$ cat src/rtl/tclq_pkg.sv
// shared types and codes for the two-class load queue
`default_nettype none
package tclq_pkg;
  localparam int OpW = 2;
  localparam int StatusW = 2;
  localparam int EntryFieldW = 7;

  typedef enum logic [OpW-1:0] {
    OP_ENQUEUE = 2'd0,
    OP_SET_VIS = 2'd1,
    OP_PEEK    = 2'd2,
    OP_DONE    = 2'd3
  } op_t;

  typedef enum logic [StatusW-1:0] {
    ST_OK    = 2'd0,
    ST_WRONG = 2'd1,
    ST_EMPTY = 2'd2
  } status_t;

  typedef enum logic [5:0] {
    S_CLEAR = 6'b000001,
    S_IDLE  = 6'b000010,
    S_READ  = 6'b000100,
    S_DEC   = 6'b001000,
    S_FIX   = 6'b010000,
    S_APP   = 6'b100000
  } state_t;
endpackage
`default_nettype wire

$ cat src/rtl/tclq_ram.sv
// generic single-port ram with registered read
`default_nettype none
module tclq_ram #(
  parameter int Width = 8,
  parameter int Depth = 128
) (
  input  wire logic                     clk,
  input  wire logic                     we,
  input  wire logic [$clog2(Depth)-1:0] addr,
  input  wire logic [Width-1:0]         wdata,
  output logic      [Width-1:0]         rdata
);
  logic [Width-1:0] mem [Depth];

  // write and registered read
  always_ff @(posedge clk) begin
    if (we) begin
      mem[addr] <= wdata;
    end
    rdata <= mem[addr];
  end
endmodule
`default_nettype wire

$ cat src/rtl/two_class_load_queue.sv
// two-class load queue: foreground and background linked lists in link rams
// steps: peek, marks-only and rejected items take a read and a decode; enqueue adds
// an append step, complete an unlink step, and a move between queues both: one read, then one step per link write
// throughput: one item at a time; the next item can be taken in the result cycle
// reset: queue ends set to null, then a clearing pass over all ENTRIES entries, busy high
// results cannot be stalled: out_valid is high for exactly one cycle
`default_nettype none
module two_class_load_queue #(
  parameter int ENTRIES = 128
) (
  input  wire logic                              clk,
  input  wire logic                              rst_n,
  input  wire logic                              start,
  output logic                                   busy,
  input  wire logic [1:0]                        in_opcode,
  input  wire logic [6:0]                        in_entry,
  input  wire logic                              in_make_visible,
  output logic                                   out_valid,
  output logic [1:0]                             out_status,
  output logic [6:0]                             out_chosen_entry,
  output logic                                   out_chosen_is_visible,
  output logic                                   out_visible_queue_empty,
  output logic                                   out_background_queue_empty
);
  import tclq_pkg::*;

  localparam int AW = (ENTRIES > 1) ? $clog2(ENTRIES) : 1;
  localparam int LW = $clog2(ENTRIES + 1);
  localparam int MW = LW + 2;
  localparam logic [LW-1:0] NullLink = LW'(ENTRIES);

  state_t state_r, state_nxt;
  op_t op_r;
  logic [AW-1:0] e_r;
  logic [6:0] e7_r;
  logic vis_r;
  logic [LW-1:0] fgh_r, fgt_r, bgh_r, bgt_r;
  logic [LW-1:0] p_r, n_r;
  logic cls_r;
  logic app_cls_r;
  logic do_app_r;
  logic [AW-1:0] clr_cnt_r;

  // next link ram, and meta ram holding {queued, visible, prev link}
  logic nx_we, mt_we;
  logic [AW-1:0] nx_addr, mt_addr;
  logic [LW-1:0] nx_wd, nx_rd;
  logic [MW-1:0] mt_wd, mt_rd;

  tclq_ram #(.Width(LW), .Depth(ENTRIES)) u_next (
    .clk(clk), .we(nx_we), .addr(nx_addr), .wdata(nx_wd), .rdata(nx_rd));
  tclq_ram #(.Width(MW), .Depth(ENTRIES)) u_meta (
    .clk(clk), .we(mt_we), .addr(mt_addr), .wdata(mt_wd), .rdata(mt_rd));

  logic ent_valid;
  assign ent_valid = ({{(32-EntryFieldW){1'b0}}, e7_r} < 32'(ENTRIES));

  // fields of the entry read back from the meta ram
  logic cur_vis, cur_q;
  logic [LW-1:0] rd_prev;
  assign cur_q   = mt_rd[LW+1];
  assign cur_vis = mt_rd[LW];
  assign rd_prev = mt_rd[LW-1:0];

  logic [LW-1:0] app_tail;
  assign app_tail = app_cls_r ? fgt_r : bgt_r;

  // result register
  logic out_valid_nxt;
  logic [1:0] st_nxt;
  logic [6:0] ch_nxt;
  logic chv_nxt;

  always_comb begin
    state_nxt = state_r;
    nx_we = 1'b0; mt_we = 1'b0;
    nx_addr = e_r; mt_addr = e_r;
    nx_wd = NullLink; mt_wd = '0;
    out_valid_nxt = 1'b0;
    st_nxt = ST_OK; ch_nxt = '0; chv_nxt = 1'b0;
    case (state_r)
      // clear marks of every entry after reset
      S_CLEAR: begin
        mt_addr = clr_cnt_r; mt_wd = {1'b0, 1'b0, NullLink}; mt_we = 1'b1;
        if (clr_cnt_r == AW'(ENTRIES - 1)) state_nxt = S_IDLE;
      end
      S_IDLE: begin
        if (start) state_nxt = S_READ;
      end
      // ram read of the entry is in flight
      S_READ: state_nxt = S_DEC;
      S_DEC: begin
        state_nxt = S_IDLE;
        out_valid_nxt = 1'b1;
        case (op_r)
          OP_ENQUEUE: begin
            if (!ent_valid || cur_q) st_nxt = ST_WRONG;
            else begin
              nx_we = 1'b1;
              state_nxt = S_APP;
            end
          end
          OP_SET_VIS: begin
            if (!ent_valid) st_nxt = ST_WRONG;
            else if (cur_vis != vis_r) begin
              if (cur_q) begin
                nx_we = 1'b1;
                state_nxt = S_FIX;
              end else begin
                mt_wd = {1'b0, vis_r, rd_prev}; mt_we = 1'b1;
              end
            end
          end
          OP_PEEK: begin
            if (fgh_r != NullLink) begin
              ch_nxt = 7'(fgh_r); chv_nxt = 1'b1;
            end else if (bgh_r != NullLink) ch_nxt = 7'(bgh_r);
            else st_nxt = ST_EMPTY;
          end
          default: begin
            if (!ent_valid || !cur_q) st_nxt = ST_WRONG;
            else begin
              mt_wd = {1'b0, cur_vis, NullLink}; mt_we = 1'b1;
              state_nxt = S_FIX;
            end
          end
        endcase
        if (state_nxt != S_IDLE) out_valid_nxt = 1'b0;
      end
      // unlink: prev's next becomes n, next's prev becomes p
      S_FIX: begin
        nx_addr = AW'(p_r); nx_wd = n_r; nx_we = (p_r != NullLink);
        mt_addr = AW'(n_r); mt_wd = {1'b1, cls_r, p_r}; mt_we = (n_r != NullLink);
        if (do_app_r) state_nxt = S_APP;
        else begin
          state_nxt = S_IDLE; out_valid_nxt = 1'b1;
        end
      end
      // append: entry meta and old tail's next
      S_APP: begin
        mt_addr = e_r; mt_wd = {1'b1, app_cls_r, app_tail}; mt_we = 1'b1;
        nx_addr = AW'(app_tail); nx_wd = LW'(e_r); nx_we = (app_tail != NullLink);
        state_nxt = S_IDLE; out_valid_nxt = 1'b1;
      end
      default: state_nxt = S_IDLE;
    endcase
  end

  always_ff @(posedge clk) begin
    if (!rst_n) begin
      state_r <= S_CLEAR;
      clr_cnt_r <= '0;
      fgh_r <= NullLink; fgt_r <= NullLink; bgh_r <= NullLink; bgt_r <= NullLink;
      out_valid <= 1'b0;
    end else begin
      state_r <= state_nxt;
      out_valid <= out_valid_nxt;
      if (out_valid_nxt) begin
        out_status <= st_nxt; out_chosen_entry <= ch_nxt;
        out_chosen_is_visible <= chv_nxt;
      end
      case (state_r)
        S_CLEAR: clr_cnt_r <= clr_cnt_r + AW'(1);
        S_IDLE: if (start) begin
          op_r <= op_t'(in_opcode); e7_r <= in_entry; e_r <= AW'(in_entry);
          vis_r <= in_make_visible;
        end
        S_DEC: begin
          p_r <= rd_prev; n_r <= nx_rd; cls_r <= cur_vis;
          app_cls_r <= (op_r == OP_SET_VIS) ? vis_r : 1'b0;
          do_app_r <= (op_r == OP_SET_VIS);
        end
        // queue ends of the class the entry leaves
        S_FIX: begin
          if (cls_r) begin
            if (p_r == NullLink) fgh_r <= n_r;
            if (n_r == NullLink) fgt_r <= p_r;
          end else begin
            if (p_r == NullLink) bgh_r <= n_r;
            if (n_r == NullLink) bgt_r <= p_r;
          end
        end
        S_APP: begin
          if (app_cls_r) begin
            if (fgt_r == NullLink) fgh_r <= LW'(e_r);
            fgt_r <= LW'(e_r);
          end else begin
            if (bgt_r == NullLink) bgh_r <= LW'(e_r);
            bgt_r <= LW'(e_r);
          end
        end
        default: ;
      endcase
    end
  end

  assign busy = (state_r != S_IDLE);
  assign out_visible_queue_empty    = (fgh_r == NullLink);
  assign out_background_queue_empty = (bgh_r == NullLink);

`ifndef SYNTH
  a_one_hot: assert property (@(posedge clk) disable iff (!rst_n) $onehot(state_r))
    else $error("state not one-hot");
  a_no_start_busy: assert property (@(posedge clk) disable iff (!rst_n)
    out_valid |-> $past(state_r) != S_IDLE) else $error("result with no item");
  a_heads_tails: assert property (@(posedge clk) disable iff (!rst_n)
    (fgh_r == NullLink) == (fgt_r == NullLink)) else $error("fg ends disagree");
  a_bg_ends: assert property (@(posedge clk) disable iff (!rst_n)
    (bgh_r == NullLink) == (bgt_r == NullLink)) else $error("bg ends disagree");
`endif
endmodule
`default_nettype wire

$ cat config.mk
export PLATFORM = sky130hd
export DESIGN_NAME = two_class_load_queue
export DESIGN_NICKNAME = d
export VERILOG_FILES = /design/src/rtl/tclq_pkg.sv /design/src/rtl/tclq_ram.sv /design/src/rtl/two_class_load_queue.sv
export SDC_FILE = /design/constraint.sdc
export NUM_CORES = 2
export LEC_CHECK = 0
export BUFFER_PORTS_ARGS = -buffer_cell sky130_fd_sc_hd__buf_2
export CAP_MARGIN = 20
export CORE_ASPECT_RATIO = 1.5
export CORE_MARGIN = 1
export CORE_UTILIZATION = 57
export DETAILED_ROUTE_END_ITERATION = 10
export PLACE_DENSITY = 0.75
export SYNTH_ARGS = -nofsm -noshare
export SYNTH_HDL_FRONTEND = slang
export SYNTH_SLANG_ARGS = --single-unit
export TNS_END_PERCENT = 1
$ cat constraint.sdc
create_clock -name clk -period 6.35 [get_ports clk]
set_clock_uncertainty 0.2 [all_clocks]
set_input_delay 1.27 -clock clk [delete_from_list [all_inputs] [get_ports clk]]
set_output_delay 1.27 -clock clk [all_outputs]
set_load 0.05 [all_outputs]
==> key figures <==
Setup path
  • Crit path to: u_meta.mem[90][0]
  • Reg2Reg Setup Slack: ~0.95 ns
  • Worst Setup End Kind: register
  • Crit path kind: register to register
  • Crit Path Max Fanout: 12
  • R2r endpoint: u_meta.mem[90][0]
  • R2R depth: 7
  • Critical path required time: 6.64 ns
  • FF-to-FF Start: state_r[1]
  • Crit start category: register
  • CP Launch Point: state_r[1]
  • Worst endpoint data arrival time: between 5 and 6 ns

CTS
  • CTS Buffer Depth: 3
  • CTS clock-pin slew for the worst setup and hold paths: approximately 0.07 ns
  • CTS tree: yes
  • Root buffer cell: clkbuf_16
  • CTS sink cnt: 2,407
  • Cts repair resizes: 0
  • CTS Buf Count: 206
  • Clk_lat worst skew: between 0.8 and 0.9 ns
  • H-tree levels: 4
  • Post-CTS Repair Setup Buffers: 0
  • Hold-fix buffers, CTS: 0

Global routing
  • Largest net degree at the start of global routing: about 130
  • GRT Total Usage: 0.331
  • Initial antenna violation count: 9
  • Vias in the first global route: between 50,000 and 60,000
  • Grt ovf: 0
  • First-pass GRT wire length: between 300,000 and 400,000 µm

Synthesis
  • Synth Register Bits: 2,407
  • Ys flop type: edfxtp_1
  • Synth Area per Inst: about 15 µm²
  • Syn_nets: between 6,000 and 7,000
  • Cell variety after synth: just under 80
  • Cells after Synth: approximately 6,200
  • Post-synth EDFFs: between 2,000 and 2,500
  • Synth warnings: 0
  • Sequential area share after synthesis: 0.751
  • Syn Std Cell Area: roughly 0.095 mm²
  • Async SR Flop Fraction: 0

Pwr
  • Register share of total power: 0.496
  • Clk pwr share: 0.367
  • Internal power: 26.0 mW
  • Combinational power share: 0.137
  • Switching part of the total: 0.264
  • Power Density: around 330 mW/mm²
  • Worst VDD drop: about 0.00033 V
  • Switch Pwr: approximately 9.3 mW
  • Static leakage: 35.2 nW

Detailed routing
  • Wire per inst: about 32 µm
  • Final wirelength: 280,000 µm
  • TritonRoute pass-1 iters: 7
  • Detailed router's first-iteration violation count: roughly 8,400
  • DRC Markers: 0
  • DRT antenna net count: 0
  • Post-DR vias/cell: 6.88
  • Via count: roughly 60,000

Placed design
  • Placed Cells incl. Taps: around 8,300
  • PortBufs: 26
  • Final GP Congestion: 1.03
  • DP HPWL: between 150,000 and 200,000 µm

Cells and area
  • Commonest non-fill, non-tap cell in the layout: edfxtp_1
  • Layout cells sized above 1: 0.136
  • Fin nets: roughly 6,300
  • Area growth, synth to finish: 11.0%
  • Fillcell total: around 11,000
  • Layout Cells excl Fill: 8,686
  • Most frequent cells in the layout: edfxtp_1 (2,343), nand2_1 (796), nor2_1 (358)

STA
  • Final setup viols: 0
  • Setup TNS: 0 ns
  • Worst Max-Slew Pin Slew: about 1.2 ns
  • Slew Limit Fails: 0
  • Fin crit share: 0.851
  • Min Hold Slack: approximately 0.29 ns
  • RSZ-0062 raised after global routing: no
  • Crit path time final: 5.40 ns
  • Maximum clock frequency: between 0.15 and 0.2 GHz
  • Relative slew slack: 0.160
  • Final hold vios: 0

Hold path
  • Min-Delay Path Class: register to register
  • Hold Path Stages: 0

Floorplan
  • Row Count: 183
  • Die area: approximately 0.17 mm²
  • DIE HEIGHT: between 500 and 600 µm
  • Die width: approximately 340 µm
  • I/O pins: 27
  • Core Region: between 0.15 and 0.2 mm²
  • Initial Util: 0.575

Run status
  • Status: complete, no violations

Flow run
  • Max-cap violations: 0
==> flip-flops by register name, summed over array words and instances (netlist names), 8 cells and up <==
name and count:
bgh_r 8, bgt_r 8, fgh_r 8, fgt_r 8
n_r 8, p_r 8, u_meta.mem 1280, u_meta.rdata 10
u_next.mem 1024, u_next.rdata 8
==> area by class of cell <==
class | count | area (µm²) | share of cell area
inverter | 5 | 21.3 | 0.000201
tap | 2220 | 2780 | 0.0262
clock buffer | 258 | 5520 | 0.0520
antenna | 1 | 2.50 | 0.0000236
multi-input combinational | 3368 | 22100 | 0.209
timing repair buffer | 297 | 2470 | 0.0233
sequential | 2407 | 71600 | 0.676
clock inverter | 130 | 1440 | 0.0136
==> routing by layer <==
layer  vias up  part of all wire  track usage
met3      1094             0.099       0.0696
li1      24766                 -            -
met5         -           0.00028            0
met2      4164              0.49        0.544
met4        12             0.097        0.267
met1     29698              0.32        0.375
==> worst min-delay path by stage <==
stage | end | slack (ns) | start
5_1_grt | n_r[3] | 0.30 | u_next.rdata[3]
3_3_place_gp | n_r[2] | 0.26 | u_next.rdata[2]
6_report | n_r[3] | 0.29 | u_next.rdata[3]
4_1_cts | n_r[3] | 0.27 | u_next.rdata[3]
3_5_place_dp | n_r[2] | 0.24 | u_next.rdata[2]
2_1_floorplan | n_r[0] | 0.19 | u_next.rdata[0]
==> Yosys cell counts, drive strengths merged (6+ instances only) <==
cell type     n  area [µm²]
o221ai       47         412
and2         15        93.8
dfxtp        64        1280
o211a        43         430
a22o         26         228
o22ai        11        68.8
a221o        27         270
nor2b         6        37.5
a41o         31         310
nor4         21         131
nor3         30         204
a211oi      126         946
clkbuf      173         649
and3         29         181
buf         267        1350
a222oi       12         120
a41oi        15         131
a21oi       261        1310
nor2        366        1390
nand3       257        1290
nor4b        23         201
a311o        19         190
and4         17         149
edfxtp     2343       70400
a21o         10        75.1
or3           6        37.5
mux2        180        2030
mux4         38         856
o2111ai       9        78.8
a31oi        45         282
o21ai        90         450
a311oi       37         324
o211ai       68         510
mux2i       156        1560
o2bb2ai      26         228
a22oi       213        1600
a221oi      182        1630
o31ai         9        67.6
o31a         30         263
nand2       797        2990
nand4        25         156
==> stage by stage <==
stage / utilization / cell area, µm² / setup WS, ns / total power [mW]
floorplan: - / 95400 / 0.265 / 20.6
global placement: 0.595 / 98900 / 0.493 / 22.4
detailed placement: 0.596 / 98900 / 1.26 / 22.5
CTS: 0.638 / 106000 / 1.13 / 35.2
global route: 0.638 / 106000 / 0.810 / 36.0
finish: 0.638 / 106000 / 0.946 / 35.3
==> power by group through the flow <==
stage / sequential, mW / combinational, mW / clock [mW]
2_1_floorplan: 17.8 / 2.83 / 0
3_3_place_gp: 17.8 / 4.55 / 0
3_5_place_dp: 17.8 / 4.63 / 0
4_1_cts: 17.5 / 4.67 / 13.0
5_1_grt: 17.5 / 4.96 / 13.6
6_report: 17.5 / 4.83 / 13.0
==> cells by family after synthesis <==
family / count (synthesis) / share of synthesized area
DFF: 2407 / 0.751
and+or+nand+nor: 1610 / 0.0734
AOI/OAI and AO/OA: 1374 / 0.107
buffers and inverters: 445 / 0.0211
muxes: 374 / 0.0466
xor gates and xnor gates: 9 / 0.000826
adders and majority gates: 1 / 0.000131
==> critical path, stage by stage (launching register included) <==
cell     delay, ns
dfxtp_1       0.39
nor3_1        0.72
and2_1        0.68
a22oi_1       0.23
and2_1        0.46
nor2_1        0.75
nand2_1       0.54
nor2_1        1.03
Note: power is estimated with default switching activity, not from simulation.
